`src/hw/rtl/sdfs_pkg.sv`:
```
// Package for the score-sum distance estimator.
// Holds the item and result types, the queue entry type and the fixed constants.
// Used by every module of the block; depends on nothing.
`default_nettype none
package sdfs_pkg;

    localparam int SCORE_W   = 24;
    localparam int LEN_W     = 20;
    localparam int SSUM_W    = SCORE_W + 1;
    localparam int LSUM_W    = LEN_W + 1;
    localparam int ACC_W     = 40;
    localparam int MAG_W     = 38;
    localparam int EXP_W     = 6;
    localparam int FRAC_W    = 24;
    localparam int LOG_W     = EXP_W + FRAC_W;
    localparam int MANT_W    = 31;
    localparam int DIST_W    = 19;
    localparam int PROD_W    = 62;
    localparam int SCALE_W   = 32;

    // Normalization steps plus one squaring round per fraction bit.
    localparam int LOG_LAT   = 2 + FRAC_W;

    localparam int QDEPTH    = 8;
    localparam int QPTR_W    = 3;
    localparam int QCNT_W    = 4;
    localparam int FRONT_STAGES = 3;

    localparam logic [ACC_W-1:0]   SCORE_WEIGHT = 40'd10000;
    localparam logic [ACC_W-1:0]   LEN_WEIGHT   = 40'd5209;
    localparam logic [DIST_W-1:0]  DIST_MAX     = 19'd365485;
    localparam logic [SCALE_W-1:0] LN2_SCALE    = 32'd3605200855;

    typedef struct packed {
        logic signed [SCORE_W-1:0] self_score_x;
        logic signed [SCORE_W-1:0] self_score_y;
        logic signed [SCORE_W-1:0] cross_score_xy;
        logic signed [SCORE_W-1:0] cross_score_yx;
        logic        [LEN_W-1:0]   self_len_x;
        logic        [LEN_W-1:0]   self_len_y;
        logic        [LEN_W-1:0]   cross_len_xy;
        logic        [LEN_W-1:0]   cross_len_yx;
    } item_t;

    typedef struct packed {
        logic [DIST_W-1:0] distance;
        logic              invalid;
    } result_t;

    typedef enum logic [1:0] {
        CLS_LOG     = 2'd0,
        CLS_ZERO    = 2'd1,
        CLS_MAX     = 2'd2,
        CLS_INVALID = 2'd3
    } cls_t;

    typedef struct packed {
        cls_t             cls;
        logic [MAG_W-1:0] num;
        logic [MAG_W-1:0] den;
    } qent_t;

endpackage
`default_nettype wire

```
`src/hw/rtl/sdfs_front.sv`:
```
// Front part: forms the weighted numerator and denominator and classifies each item.
// Three register stages; depends on sdfs_pkg.
`default_nettype none
module sdfs_front
    import sdfs_pkg::*;
(
    input  wire logic  clk,
    input  wire logic  rst_n,
    input  wire logic  in_valid,
    input  wire item_t in_item,
    output logic       out_valid,
    output qent_t      out_ent
);

    logic                     v1_reg, v2_reg, v3_reg;
    logic signed [SSUM_W-1:0] xsum_reg, ssum_reg;
    logic        [LSUM_W-1:0] xlen_reg, slen_reg;
    logic signed [ACC_W-1:0]  num_reg, den_reg;
    qent_t                    ent_reg;

    logic signed [ACC_W-1:0]  num_next, den_next;
    logic signed [ACC_W-1:0]  nn, dd;
    logic        [MAG_W+6:0]  hund;
    qent_t                    ent_next;

    always_ff @(posedge clk or negedge rst_n)
    begin
        if (!rst_n)
        begin
            v1_reg <= 1'b0;
            v2_reg <= 1'b0;
            v3_reg <= 1'b0;
        end
        else
        begin
            v1_reg <= in_valid;
            v2_reg <= v1_reg;
            v3_reg <= v2_reg;
        end
    end

    always_ff @(posedge clk)
    begin
        xsum_reg <= SSUM_W'(in_item.cross_score_xy) + SSUM_W'(in_item.cross_score_yx);
        ssum_reg <= SSUM_W'(in_item.self_score_x) + SSUM_W'(in_item.self_score_y);
        xlen_reg <= LSUM_W'(in_item.cross_len_xy) + LSUM_W'(in_item.cross_len_yx);
        slen_reg <= LSUM_W'(in_item.self_len_x) + LSUM_W'(in_item.self_len_y);
        num_reg  <= num_next;
        den_reg  <= den_next;
        ent_reg  <= ent_next;
    end

    always_comb
    begin
        num_next = $signed({{(ACC_W-SSUM_W){xsum_reg[SSUM_W-1]}}, xsum_reg}) * $signed(SCORE_WEIGHT)
                 + $signed({{(ACC_W-LSUM_W){1'b0}}, xlen_reg}) * $signed(LEN_WEIGHT);
        den_next = $signed({{(ACC_W-SSUM_W){ssum_reg[SSUM_W-1]}}, ssum_reg}) * $signed(SCORE_WEIGHT)
                 + $signed({{(ACC_W-LSUM_W){1'b0}}, slen_reg}) * $signed(LEN_WEIGHT);
    end

    // A negative denominator flips both signs so the ratio keeps its sign.
    always_comb
    begin
        nn = den_reg[ACC_W-1] ? -num_reg : num_reg;
        dd = den_reg[ACC_W-1] ? -den_reg : den_reg;
        hund = (MAG_W+7)'(nn[MAG_W-1:0]) * (MAG_W+7)'(100);
        ent_next.num = nn[MAG_W-1:0];
        ent_next.den = dd[MAG_W-1:0];
        if (den_reg == '0)
        begin
            if (num_reg[ACC_W-1])
                ent_next.cls = CLS_MAX;
            else if (num_reg == '0)
                ent_next.cls = CLS_INVALID;
            else
                ent_next.cls = CLS_ZERO;
        end
        else if (nn[ACC_W-1] || nn == '0 || hund <= (MAG_W+7)'(dd[MAG_W-1:0]))
            ent_next.cls = CLS_MAX;
        else if (nn[MAG_W-1:0] >= dd[MAG_W-1:0])
            ent_next.cls = CLS_ZERO;
        else
            ent_next.cls = CLS_LOG;
    end

    assign out_valid = v3_reg;
    assign out_ent   = ent_reg;

endmodule
`default_nettype wire

```
`config.mk`:
```
export PLATFORM = sky130hd
export DESIGN_NAME = sdfs_front
export DESIGN_NICKNAME = d
export VERILOG_FILES = /design/src/hw/rtl/sdfs_pkg.sv /design/src/hw/rtl/sdfs_front.sv
export SDC_FILE = /design/constraint.sdc
export NUM_CORES = 2
export LEC_CHECK = 0
export BUFFER_PORTS_ARGS = -buffer_cell sky130_fd_sc_hd__buf_2
export CORE_MARGIN = 2
export CORE_UTILIZATION = 57
export DETAILED_ROUTE_END_ITERATION = 12
export GPL_TIMING_DRIVEN = 0
export HOLD_SLACK_MARGIN = 0.03
export PLACE_DENSITY = 0.84
export SYNTH_ARGS = -nofsm -noshare
export SYNTH_HDL_FRONTEND = slang
export SYNTH_SLANG_ARGS = --single-unit
```
`constraint.sdc`:
```
create_clock -name clk -period 8.62 [get_ports clk]
set_input_delay 1.724 -clock clk [delete_from_list [all_inputs] [get_ports clk]]
set_output_delay 1.724 -clock clk [all_outputs]
set_load 0.02 [all_outputs]
```
==> metrics.yaml <==
finalHoldViolCount: 0
areaGrowthSynthToFinish_pct: 9.80
synthMostInstantiatedCell: "ha_1"
num_io_pins: 258
holdCritStartpoint: "v1_reg"
ys_seq_elements: 253
synth_nets: 5396
yosys_warnings: 0
required_ns: 9.06
die_x_um: 258
finalSetupViolations: 0
critPathLaunch: "num_reg[0]"
reg2reg_slack_ns: 0.29
ys_seq_area_share_pct: 13.8
async_reset_ff_share_pct: 1.19
fin_ws_ns: 0.288
hp-class: "flop to flop"
row_count: 93
core_area_um2: 64100
crit_slowest_cell: "fa_1"
vias_per_cell: 5.62
fmax_ghz: 0.120
fin_worst_skew_ns: 0.0308
worstSkewPairLatency_ns: 0.60
fill_cells: 5190
cts_hold_buffers: 0
cts-htree-levels: 1
start_util_pct: 57.4
cts_buffer_depth: 3
setup_tns_ns: 0
crit_arrival_ns: 8.77
grt_use_total_pct: 25.3
holdWs_ns: 0.350
crit_fanout: 9
place_worst_setup_slack_ns: -1.15
cts.sinks: 253
antenna_found_initial: 0
synthCells: 4061
status: "completed"
layout_min_cycle_time_ns: 8.33
drv_cap: 0
cts_root_buf: "clkbuf_16"
synthTopCellsByCount: "ha_1, inv_1, fa_1, xnor2_1, dfxtp_1"
gr-total-overflow: 0
drive_gt1_share_pct: 8.46
yosysTopAreaCellShare_pct: 28.7
io_buffers: 257
endpoint_kind: "flop"
max_slew_margin_pct: 22.3
grt_max_degree: 15
synth.avg_cell_area_um2: 9.06
post_synth_main_area_contributors: "ha_1, fa_1, dfxtp_1"
crit_end: "out_ent[76]"
reg2reg_to: "out_ent[76]"
largest_reg_flops: 78
worstRegToRegCells: 30
critPathKind: "flop to flop"
dpl.hpwl_mm: 73.7
rr_startpoint: "num_reg[0]"
finalMaxSlewViolations: 0
wirelength_mm: 85.4
place_congestion: 0.968
route.detailed.drc: 0
synth_edf_count: 0
clk_pin_slew_ns: 0.06
wl_per_cell_um: 16.3
finalCritPeriodShare_pct: 96.7
cp-start-kind: "flop"
ys.flop_type: "dfxtp_1"
synth_area_leader_cell: "ha_1"
die_area_um2: 66600
drt-initial-drc-count: 1563
final_core_util_pct: 63.0
fin_nets: 5690
postRouteAntennaNets: 0
fp.dieH_um: 258
diodes: 0
cts_tree: "built"
worst_pin_slew_ns: 1.16
critPathMaxStageDelay_ns: 0.56
yosysUniqueCellTypes: 78
vias: 29378
grt_pass1_wl_mm: 140
cts-buffers-inserted: 29
firstDrtPassIters: 6
synth_area_um2: 36800
grt_pass1_vias: 29333
## layout by cell type (no fill, tap or decap), types with 26 or more instances in the layout
cell and count:
nand2_1 140, o21ai_0 151, nand2b_1 40, fa_1 311, ha_1 845, a21oi_1 245
nor2_1 182, xor2_1 85, o31ai_1 29, nor2b_1 36, and3_1 26, nand3_1 55
nor3_1 62, clkbuf_16 30, buf_2 260, nand4_1 35, a211oi_1 36, inv_1 750
o21bai_1 33, o21a_1 40, a31oi_1 32, xnor2_1 250, dfxtp_1 249, a21o_1 117
## worst min-delay path by stage
stage          slack, ns  cells after the start        end
2_1_floorplan       0.33                      0  out_valid
3_3_place_gp        0.33                      0  out_valid
3_5_place_dp        0.34                      0     v2_reg
4_1_cts             0.35                      0     v2_reg
5_1_grt             0.36                      0     v2_reg
6_report            0.35                      0     v2_reg
## final cells by class
type	count	area [um^2]	share of cell area (%)
Buffer	25	110	0.273
Multi-Input combinational cell	3031	29000	71.8
Sequential cell	253	5080	12.6
Clock inverter	16	194	0.480
Clock buffer	36	793	1.96
Timing Repair Buffer	264	1340	3.31
Tap cell	855	1070	2.65
Inverter	751	2820	6.98
## metal layers
| metal | track usage [%] | wire length (um) | up-vias |
|---|---|---|---|
| met5 | 0 | 0 | - |
| met4 | 7.24 | 2510 | 0 |
| met3 | 2.63 | 5120 | 171 |
| met2 | 44.6 | 40600 | 803 |
| met1 | 32.8 | 37200 | 13961 |
| li1 | - | - | 14443 |
## kinds of logic after synthesis
logic type                 share of synthesized area (%)
AOI/OAI and AO/OA                                   14.6
muxes                                              0.252
adders and majority gates                           45.7
DFF                                                 13.8
and+or+nand+nor                                     9.30
xor gates and xnor gates                            8.33
buffers and inverters                               7.94
## worst max-delay path: cells and delay by family, from the launching register on
kind	cells	cell delay, ns
simple gates	10	2.97
fa+ha+maj	4	1.47
xor+xnor	2	0.40
compound gates	10	2.23
flops	1	0.44
buf+inv	4	0.65
## per-stage QoR
| step | std cells | area (um^2) |
|---|---|---|
| global route | 5231 | 40400 |
| detailed placement | 5173 | 39100 |
| finish | 5231 | 40400 |
| CTS | 5228 | 40200 |
| floorplan | 4061 | 36800 |
| global placement | 5173 | 39100 |
## timing repair
item,CTS,global route
gates resized for setup,14,30
setup endpoints to repair,2,2
setup buffers,3,4
pin swaps,2,3
endpoints found under the hold margin,0,0
Power is not shown: default switching activity piles up to over one toggle a cycle in this logic, so the estimate is an artifact.
