--- config.mk ---
export PLATFORM = sky130hd
export DESIGN_NAME = sdfs_queue
export DESIGN_NICKNAME = d
export VERILOG_FILES = /design/src/hw/rtl/sdfs_pkg.sv /design/src/hw/rtl/sdfs_queue.sv
export SDC_FILE = /design/constraint.sdc
export NUM_CORES = 1
export LEC_CHECK = 0
export ABC_CLOCK_PERIOD_IN_PS = 7500
export BUFFER_PORTS_ARGS = -buffer_cell sky130_fd_sc_hd__buf_4
export CELL_PAD_IN_SITES_DETAIL_PLACEMENT = 1
export CELL_PAD_IN_SITES_GLOBAL_PLACEMENT = 1
export CORE_MARGIN = 4
export CORE_UTILIZATION = 54
export DETAILED_ROUTE_END_ITERATION = 10
export GPL_ROUTABILITY_DRIVEN = 0
export PLACE_DENSITY_LB_ADDON = 0.1
export SLEW_MARGIN = 0
export SYNTH_ARGS = -nofsm -noshare
export SYNTH_HDL_FRONTEND = slang
export SYNTH_SLANG_ARGS = --single-unit
--- constraint.sdc ---
create_clock -name clk -period 7.5 [get_ports clk]
set_input_delay 0.75 -clock clk [delete_from_list [all_inputs] [get_ports clk]]
set_output_delay 0.75 -clock clk [all_outputs]
set_load 0.01 [all_outputs]
--- src/hw/rtl/sdfs_pkg.sv ---
// Package for the score-sum distance estimator.
// Holds the item and result types, the queue entry type and the fixed constants.
// Used by every module of the block; depends on nothing.
`default_nettype none
package sdfs_pkg;

    localparam int SCORE_W   = 24;
    localparam int LEN_W     = 20;
    localparam int SSUM_W    = SCORE_W + 1;
    localparam int LSUM_W    = LEN_W + 1;
    localparam int ACC_W     = 40;
    localparam int MAG_W     = 38;
    localparam int EXP_W     = 6;
    localparam int FRAC_W    = 24;
    localparam int LOG_W     = EXP_W + FRAC_W;
    localparam int MANT_W    = 31;
    localparam int DIST_W    = 19;
    localparam int PROD_W    = 62;
    localparam int SCALE_W   = 32;

    // Normalization steps plus one squaring round per fraction bit.
    localparam int LOG_LAT   = 2 + FRAC_W;

    localparam int QDEPTH    = 8;
    localparam int QPTR_W    = 3;
    localparam int QCNT_W    = 4;
    localparam int FRONT_STAGES = 3;

    localparam logic [ACC_W-1:0]   SCORE_WEIGHT = 40'd10000;
    localparam logic [ACC_W-1:0]   LEN_WEIGHT   = 40'd5209;
    localparam logic [DIST_W-1:0]  DIST_MAX     = 19'd365485;
    localparam logic [SCALE_W-1:0] LN2_SCALE    = 32'd3605200855;

    typedef struct packed {
        logic signed [SCORE_W-1:0] self_score_x;
        logic signed [SCORE_W-1:0] self_score_y;
        logic signed [SCORE_W-1:0] cross_score_xy;
        logic signed [SCORE_W-1:0] cross_score_yx;
        logic        [LEN_W-1:0]   self_len_x;
        logic        [LEN_W-1:0]   self_len_y;
        logic        [LEN_W-1:0]   cross_len_xy;
        logic        [LEN_W-1:0]   cross_len_yx;
    } item_t;

    typedef struct packed {
        logic [DIST_W-1:0] distance;
        logic              invalid;
    } result_t;

    typedef enum logic [1:0] {
        CLS_LOG     = 2'd0,
        CLS_ZERO    = 2'd1,
        CLS_MAX     = 2'd2,
        CLS_INVALID = 2'd3
    } cls_t;

    typedef struct packed {
        cls_t             cls;
        logic [MAG_W-1:0] num;
        logic [MAG_W-1:0] den;
    } qent_t;

endpackage
`default_nettype wire

--- src/hw/rtl/sdfs_queue.sv ---
// Short queue between the front and back parts.
// Register-based FIFO of qent_t entries; depends on sdfs_pkg.
`default_nettype none
module sdfs_queue
    import sdfs_pkg::*;
(
    input  wire logic  clk,
    input  wire logic  rst_n,
    input  wire logic  push,
    input  wire qent_t push_ent,
    input  wire logic  pop,
    output logic       not_empty,
    output qent_t      head,
    output logic [QCNT_W-1:0] count
);

    qent_t               mem [QDEPTH];
    logic [QPTR_W-1:0]   wr_reg, rd_reg;
    logic [QCNT_W-1:0]   cnt_reg;
    logic                do_pop;

    assign do_pop = pop && (cnt_reg != '0);

    always_ff @(posedge clk)
    begin
        if (push)
            mem[wr_reg] <= push_ent;
    end

    always_ff @(posedge clk or negedge rst_n)
    begin
        if (!rst_n)
        begin
            wr_reg  <= '0;
            rd_reg  <= '0;
            cnt_reg <= '0;
        end
        else
        begin
            if (push)
                wr_reg <= wr_reg + QPTR_W'(1);
            if (do_pop)
                rd_reg <= rd_reg + QPTR_W'(1);
            if (push && !do_pop)
                cnt_reg <= cnt_reg + QCNT_W'(1);
            else if (!push && do_pop)
                cnt_reg <= cnt_reg - QCNT_W'(1);
        end
    end

    assign not_empty = (cnt_reg != '0);
    assign head      = mem[rd_reg];
    assign count     = cnt_reg;

endmodule
`default_nettype wire

==> run summary, run 1 <==
Status: finished clean
Clock sink count: 634
Slew HR: 29.98%
Core Footprint: 0.04412 sq mm
CTS Buffer Depth: 3
Total gr overflow: 0
Die Ht: 218.9 um
DIE AREA: 0.04792 sq mm
CTS clk-pin slew, worst paths: 0.06 ns
Hold Crit Class: in -> reg
DPL Wire Length: 25810 um
R2R Path Start: wr_reg[1]$_DFFE_PN0P_
Number of top-level pins: 165
Reg with most FFs: mem
Initial antenna violation count: 3
Static leakage: 9.120 nW
Synthesized Nets: 1049
Vias post-DR: 10610
IO buf count: 164
Final setup fails: 0
WL final: 47990 um
Top cells by area, synth: edfxtp_1, mux4_2, mux2_2
Via-to-Cell Ratio: 5.853
#FFs+latches synth: 634
Final core utilization: 63.45%
Largest area contributor in the netlist: edfxtp_1
Clk Latency, worst-skew pair: 0.58 ns
Clock Power Share: 27.7%
Fillers: 3564
Cts bufs inserted: 66
Wire length of the first global-routing pass: 73890 um
Sequential area share after synthesis: 79.06%
Finished Cell Area: 0.02800 sq mm
Setup slack, reg-to-reg: 4.49 ns
Total track usage: 20.85%
Required time of the critical path: 6.75 ns
Drt initial violations: 762
Hold depth: 1
Sequential power share: 42.5%
Hold path start: push_ent[18]
Final min period: 4.110 ns
Max Freq: 243.3 MHz
Area growth syn-to-layout: 16.56%
Fin Setup TNS: 0 ns
Pre-CTS WS: 3.909 ns
Internal: 8.011 mW
Area occupied by multi-input gates: 0.004790 sq mm
RR Endpoint: mem[1][41]$_DFFE_PP_
Largest net degree at the start of global routing: 87
Worst hold endpoint: mem[4][18]$_DFFE_PP_
Critical path peak fanout: 38
Row Count: 77
Most frequent cells in the layout: edfxtp_1, buf_4, mux4_2
DRC errors left: 0
Sw Pwr: 3.134 mW
CTS tree: done
Synth top area share: 78.02%
Synth cell types: 27
Vias in the first global route: 11930
Die Wd: 218.9 um
Fin. max-slew vios: 0
Max reg flops: 624
Critical path capture point type: output pin
Reg area: 0.01900 sq mm
Final Cycle Share: 54.80%
Max VDD drop: 0.0003503 V
Share of layout cells above drive strength 1: 42.41%
Pre-antenna DRT Iters: 4
Initial Utilization: 54.43%
CTS root buf: clkbuf_16
Switching Fraction: 28.12%
Synth Warn #: 0
Mean Syn Cell Area: 24.99 sq um
Final-stage net count: 1258
Worst-Margin Slew: 1.050 ns
R2r worst-path depth: 4
Hold Violations, Final: 0
RSZ-0062 raised after global routing: false
Logic pwr share: 29.7%
Remaining antenna violation count after routing: 0
Final WS setup: 3.390 ns
Cell Pwr Density: 398.1 mW/mm^2
Type of origin of the critical path: register
Commonest non-fill, non-tap cell in the layout: edfxtp_1
Setup Skew: 0.007763 ns
Crit Path Category: reg -> out
Wire per inst: 26.48 um
H-tree levels: 3
Total setup buffers inserted after CTS: 0
Max-cap viol count: 0
Post-Syn Area: 0.02402 sq mm
CP Data Arrival Time: 3.36 ns
Minimum hold slack: 0.4020 ns
Placed cell areas: 0.02593 sq mm
Post-synthesis cell count: 961
## routing by layer
| metal | share of wire [%] | vias up | wire length, um | global-route usage, % |
|---|---|---|---|---|
| li1 | - | 4543 | - | - |
| met1 | 43 | 5737 | 20520 | 29.61 |
| met2 | 49 | 255 | 23610 | 33.02 |
| met3 | 6.0 | 67 | 2856 | 4.888 |
| met4 | 2.0 | 4 | 968 | 6.214 |
| met5 | 0.050 | - | 24 | 0 |
## cell type report
type                       instances  share of cell area (%)
clock buffer                      88                   6.574
clock inverter                    29                  0.7419
antenna                            1                0.008939
tap                              592                   2.646
inverter                           1                 0.01341
multi-input combinational        281                   17.11
sequential                       634                   67.87
timing repair buffer             186                   5.041
## worst max path at each step
stage,start,endpoint,slack [ns]
after detailed placement,rd_reg[0]$_DFFE_PN0P_,head[13],3.91
final,rd_reg[0]$_DFFE_PN0P_,head[13],3.39
after floorplan,push,mem[0][0]$_DFFE_PP_,0.76
after global routing,rd_reg[0]$_DFFE_PN0P_,head[14],3.12
after CTS,rd_reg[0]$_DFFE_PN0P_,head[13],3.27
after global placement,rd_reg[0]$_DFFE_PN0P_,head[14],3.93
## per-stage QoR
step                      cells  power (mW)
after floorplan             961       6.969
after CTS                  1811       11.35
final                      1812       11.14
after global routing       1811       11.74
after global placement     1693       8.145
after detailed placement   1693       8.217
## cell families (layout without fill, tap and decap cells)
group           count (synthesis)  count (layout)  synth area share, %
xor+xnor                        6               6               0.2188
compound gates                  6               6               0.1719
buf+inv                        46             304                1.229
other cells                     0               1                    0
mux                           238             238                18.47
flops                         634             634                79.06
simple gates                   25              25               0.5105
fa+ha+maj                       6               6               0.3438
## cell usage after synthesis, drive strengths merged
library cell	n
a2111o	1
a21oi	2
buf	33
clkbuf	12
dfrtp	10
edfxtp	624
fa	1
ha	5
inv	1
mux2	81
mux2i	1
mux4	156
nand2	6
nand2b	3
nand3	3
nand3b	1
nor2	6
nor3	3
o211ai	2
o21ai	1
or3	1
or4	2
xnor2	5
xor2	1
## power by group through the flow
stage	clock (mW)	sequential, mW	combinational (mW)
after global routing	3.35	4.80	3.59
after global placement	0	4.79	3.35
final	3.09	4.74	3.31
after CTS	3.17	4.76	3.42
after floorplan	0	4.67	2.30
after detailed placement	0	4.83	3.39
## critical path: stages (launching register included)
cell     delay (ns)
dfrtp_4        0.96
buf_4          0.72
mux4_2         0.60
mux2_2         0.31
buf_4          0.15
## timing repair
item / in CTS / in global routing
endpoints found under the hold margin: 10 / 0
hold buffers: 1 / 0
gates resized for setup: 0 / 0
No activity file was read; power rests on OpenSTA's default activity.
==> run 2: changes to the inputs <==
- ABC_CLOCK_PERIOD_IN_PS: 7500 -> 4250
- clock period: 7.5 -> 4.25 ns (I/O delays scaled with it)
==> run summary, run 2 (synthesized netlist as in run 1, its figures left out) <==
WL final: 49060 um
Critical path's slowest cell: dfrtp_4
DIE AREA: 0.04792 sq mm
Share of layout cells above drive strength 1: 42.92%
Placed Cells incl. Taps: 1699
Initial Utilization: 54.43%
CTS clk-pin slew, worst paths: 0.06 ns
Hold Crit Class: in -> reg
Final min period: 3.349 ns
Wire per inst: 27.15 um
Fillers: 3597
Final-stage net count: 1259
Worst-Margin Slew: 0.9381 ns
Hold Violations, Final: 0
Required time of the critical path: 3.83 ns
Max-cap viol count: 0
DRC errors left: 0
Gates resized, CTS repair: 0
DPL Wire Length: 27290 um
Overall power: 19.48 mW
Sequential power share: 43.1%
Final setup fails: 0
Logic pwr share: 30.8%
Max Freq: 298.6 MHz
Worst hold endpoint: mem[5][12]$_DFFE_PP_
Wire length of the first global-routing pass: 74740 um
Max reg flops: 624
CTS tree: done
CP Data Arrival Time: 2.92 ns
Largest net degree at the start of global routing: 61
Pre-antenna DRT Iters: 4
Switching Fraction: 28.43%
Total setup buffers inserted after CTS: 0
Critical path peak fanout: 29
Commonest non-fill, non-tap cell in the layout: edfxtp_1
Die Wd: 218.9 um
Setup Skew: 0.01749 ns
Status: finished clean
Remaining antenna violation count after routing: 0
Most frequent cells in the layout: edfxtp_1, buf_4, mux4_2
Critical path capture point type: output pin
Core Footprint: 0.04412 sq mm
CTS root buf: clkbuf_16
Row Count: 77
CP Cell Sequence: buf_4 > mux4_2 > mux2_2 > buf_4
Final Non-Filler Cells: 1807
CTS Hold Bufs: 1
Final Cycle Share: 78.79%
Crit Path Category: reg -> out
Fin. max-slew vios: 0
H-tree levels: 2
CP top delay family: multiplexers
Cell Pwr Density: 696.0 mW/mm^2
R2r worst-path depth: 8
Static leakage: 9.097 nW
Crit path largest cell delay: 0.84 ns
Max VDD drop: 0.0004277 V
Reg with most FFs: mem
WP buf/inv: 2
Vias in the first global route: 11840
Total track usage: 21.11%
RSZ-0062 raised after global routing: false
Total gr overflow: 0
Clock Power Share: 26.1%
Hold depth: 1
Cts bufs inserted: 61
IO buf count: 164
Internal: 13.94 mW
Setup slack, reg-to-reg: 1.47 ns
Area growth syn-to-layout: 16.52%
R2R Path Start: count[0]$_DFFE_PN0P_
Vias post-DR: 10550
Type of origin of the critical path: register
Slew HR: 37.46%
Hold path start: push_ent[12]
Number of top-level pins: 165
CTS Buffer Depth: 3
Die Ht: 218.9 um
Clk Latency, worst-skew pair: 0.60 ns
Clock sink count: 634
Drt initial violations: 822
CP most frequent cell: buf_4
Sw Pwr: 5.537 mW
Via-to-Cell Ratio: 5.838
RR Endpoint: count[3]$_DFFE_PN0P_
Initial antenna violation count: 2
## run 2: worst reg2reg max path, cell delays in order (launching register included)
cell and delay, ns:
dfrtp_1 0.45, or4_1 0.58, nand2_1 0.17, ha_1 0.27
inv_1 0.13, ha_1 0.36, or4_1 0.48, o211ai_1 0.11
o211ai_1 0.11
## run 2: layout make-up
class / count / area, sq um / area share, %
antenna: 1 / 2.502 / 0.008942
timing repair buffer: 192 / 1569 / 5.606
clock inverter: 29 / 241.5 / 0.8629
inverter: 1 / 3.754 / 0.01341
clock buffer: 77 / 1627 / 5.812
sequential: 634 / 19000 / 67.89
tap: 592 / 740.7 / 2.647
multi-input combinational: 281 / 4802 / 17.16
## run 2: how the worst max path moves through the flow
stage	startpoint	end	cells past startpoint
3_3_place_gp	rd_reg[0]$_DFFE_PN0P_	head[2]	4
5_1_grt	rd_reg[0]$_DFFE_PN0P_	head[7]	4
2_1_floorplan	wr_reg[0]$_DFFE_PN0P_	mem[4][0]$_DFFE_PP_	2
6_report	rd_reg[0]$_DFFE_PN0P_	head[2]	4
3_5_place_dp	rd_reg[0]$_DFFE_PN0P_	head[16]	4
4_1_cts	rd_reg[0]$_DFFE_PN0P_	head[7]	4
## run 2: metal layers
layer | up-vias | wire, um | track usage, %
li1 | 4537 | - | -
met1 | 5706 | 20820 | 29.74
met2 | 235 | 25280 | 35.42
met3 | 69 | 2167 | 3.586
met5 | - | 11 | 0
met4 | 2 | 780 | 4.866
## run 2: power groups by stage
| stage | logic (mW) | clock network (mW) | registers (mW) |
|---|---|---|---|
| after floorplan | 4.06 | 0 | 8.21 |
| after global placement | 6.04 | 0 | 8.48 |
| after detailed placement | 6.13 | 0 | 8.55 |
| after CTS | 6.17 | 5.22 | 8.43 |
| after global routing | 6.46 | 5.52 | 8.49 |
| final | 5.99 | 5.08 | 8.40 |
## run 2: metrics by stage
step	utilization (%)	hold WS [ns]	worst slack, ns	setup TNS [ns]	instance area (sq um)
detailed placement	59.16	0.2760	1.455	0	26110
global placement	59.16	0.2694	1.494	0	26110
floorplan	-	0.1294	-0.1442	-32.39	24040
finish	63.42	0.05189	0.9014	0	27990
global route	63.42	0.02361	0.6887	0	27980
CTS	63.42	0.01222	0.7763	0	27980
==> run 3: changes to the inputs <==
- ABC_AREA: not set -> 1
- ABC_CLOCK_PERIOD_IN_PS: 4250 -> 3010
- CORE_UTILIZATION: 54 -> 43
- clock period: 4.25 -> 3.01 ns (I/O delays scaled with it)
==> run summary, run 3 <==
Status: finished clean
Crit Path Category: reg -> out
Clock sink count: 634
Slew HR: 49.95%
Synth top area share: 68.37%
Max Freq: 362.1 MHz
CP Cell Sequence: buf_12 > buf_4 > nor2_1 > nor2_1 > nand2_1 > nand2_1 > nand2_1 > nand2_1 > buf_4
Vias post-DR: 18680
Topmost layer with routed signal wires: met4
Post-synth ARST share: 1.577%
Row Count: 92
Max VDD drop: 0.0006909 V
Area occupied by multi-input gates: 0.006513 sq mm
WL final: 69660 um
Fillers: 7007
Max-cap viol count: 0
CTS tree: done
Area growth syn-to-layout: 19.40%
Synth Warn #: 0
Worst-Margin Slew: 0.7508 ns
Post-synth top cells: nand2_1, nor2_1, edfxtp_1, inv_1, buf_2
Setup Skew: 0.01658 ns
DRC errors left: 0
Clk Latency, worst-skew pair: 0.60 ns
CP Data Arrival Time: 2.46 ns
DPL Wire Length: 37920 um
Wire per inst: 17.82 um
WP buf/inv: 3
Commonest non-fill, non-tap cell in the layout: nand2_1
Sequential area share after synthesis: 69.29%
Post-synthesis cell count: 2770
CP top delay family: buffers and inverters
CTS Buffer Depth: 3
Total setup buffers inserted after CTS: 0
Post-Syn Area: 0.02741 sq mm
Largest area contributor in the netlist: edfxtp_1
Wire length of the first global-routing pass: 108900 um
RSZ-0062 raised after global routing: false
Final Cycle Share: 91.74%
Final-stage net count: 3095
CTS clk-pin slew, worst paths: 0.06 ns
Type of origin of the critical path: register
Mean Syn Cell Area: 9.894 sq um
Initial Utilization: 43.44%
Die Ht: 260.5 um
Top cells by area, synth: edfxtp_1, nand2_1, nor2_1
Reg with most FFs: mem
Setup slack, reg-to-reg: 0.90 ns
Critical path's slowest cell: dfrtp_4
Remaining antenna violation count after routing: 0
Main flop type after synthesis: edfxtp_1
WL met1: 30870 um
Pre-CTS WS: 0.9251 ns
Die Wd: 260.5 um
Largest net degree at the start of global routing: 128
H-tree levels: 3
Fin. max-slew vios: 0
Pre-antenna DRT Iters: 5
IO buf count: 164
#FFs+latches synth: 634
Required time of the critical path: 2.71 ns
Gates resized, CTS repair: 0
Synth cell types: 19
Most frequent cells in the layout: nand2_1, nor2_1, edfxtp_1
Most frequent cell after synthesis: nand2_1
Final setup fails: 0
Reg area: 0.01900 sq mm
Crit path largest cell delay: 0.62 ns
CTS root buf: clkbuf_16
Core Footprint: 0.06308 sq mm
Via-to-Cell Ratio: 4.781
Metal3 WL: 2363 um
Hold Violations, Final: 0
Drt initial violations: 954
Hold Crit Class: in -> reg
Final WS setup: 0.2486 ns
Final min period: 2.761 ns
Critical path capture point type: output pin
Share of layout cells above drive strength 1: 10.23%
Wire length on met2: 34780 um
Max reg flops: 624
Static leakage: 14.11 nW
Synthesized Nets: 2858
Minimum hold slack: 0.04932 ns
Cell Pwr Density: 957.3 mW/mm^2
CP most frequent cell: nand2_1
Vias in the first global route: 19860
Total track usage: 20.74%
Total gr overflow: 0
Post-synth EDFFs: 624
Cts bufs inserted: 72
Critical path peak fanout: 31
CTS Hold Bufs: 80
DIE AREA: 0.06784 sq mm
Number of top-level pins: 165
Initial antenna violation count: 2
==> run 3: changes by cell type in the layout (fill, tap and decap cells not counted), sizes merged, moves of 79 or more <==
cell,before,now
nand2,6,1038
mux4,156,0
nor2,6,636
dlygate4sd3,1,80
inv,1,324
mux2,81,0
==> run 3: logic make-up (layout without fill, tap and decap cells) <==
group | after synthesis | in the layout | share of synthesized area (%)
flip-flops | 634 | 634 | 69.29
other | 0 | 3 | 0
buffers and inverters | 443 | 732 | 7.168
XOR/XNOR | 5 | 5 | 0.1598
AND/OR/NAND/NOR | 1679 | 1679 | 23.03
AO/OA/AOI/OAI | 3 | 3 | 0.05477
adder cells (fa/ha/maj) | 6 | 6 | 0.3013
==> run 3: worst paths after layout <==
check	to	cells after the start	startpoint
setup / recovery	head[45]	9	rd_reg[0]$_DFFE_PN0P_
hold / removal	rd_reg[2]$_DFFE_PN0P_	3	pop
setup reg to reg	count[3]$_DFFE_PN0P_	11	count[1]$_DFFE_PN0P_
hold reg to reg	wr_reg[0]$_DFFE_PN0P_	2	wr_reg[0]$_DFFE_PN0P_
max in group asynchronous	rd_reg[2]$_DFFE_PN0P_	2	rst_n
min in group asynchronous	wr_reg[1]$_DFFE_PN0P_	2	rst_n
==> run 3: layout make-up <==
cell class	instances	area share (%)
Timing Repair Buffer	284	8.160
Multi-Input combinational cell	1693	19.90
Sequential cell	634	58.06
Tap cell	846	3.235
Inverter	322	3.717
Clock inverter	26	0.6845
Antenna cell	3	0.02294
Clock buffer	100	6.214
==> run 3: power by group <==
part / internal (mW) / switching (mW)
Sequential: 10.7 / 0.317
Combinational: 4.11 / 7.78
Clock: 5.04 / 3.37
Total: 19.9 / 11.5
==> run 3: routing by layer <==
metal	GRT usage (%)	vias up
li1	-	9071
met1	27.12	9190
met2	36.14	301
met3	2.931	121
met4	6.217	0
met5	0	-
==> run 3: through the flow <==
| stage | instance area (sq um) | total power [mW] | instances | TNS (ns) | utilization, % |
|---|---|---|---|---|---|
| floorplan | 27440 | 18.71 | 2770 | -23.77 | - |
| global placement | 29660 | 22.72 | 3699 | 0 | 47.01 |
| detailed placement | 29660 | 23.15 | 3699 | 0 | 47.01 |
| CTS | 32710 | 31.84 | 3905 | 0 | 51.86 |
| global route | 32710 | 33.53 | 3905 | 0 | 51.86 |
| finish | 32720 | 31.32 | 3908 | 0 | 51.87 |
==> run 3: worst register-to-register path, stage by stage (launching register included) <==
cell	delay, ns
dfrtp_1	0.45
nor2_1	0.14
nand2_1	0.09
nand2_1	0.15
ha_1	0.19
inv_1	0.10
ha_1	0.32
or2_2	0.30
nand2_1	0.08
nand2_1	0.05
nand3_1	0.07
nand2_1	0.05
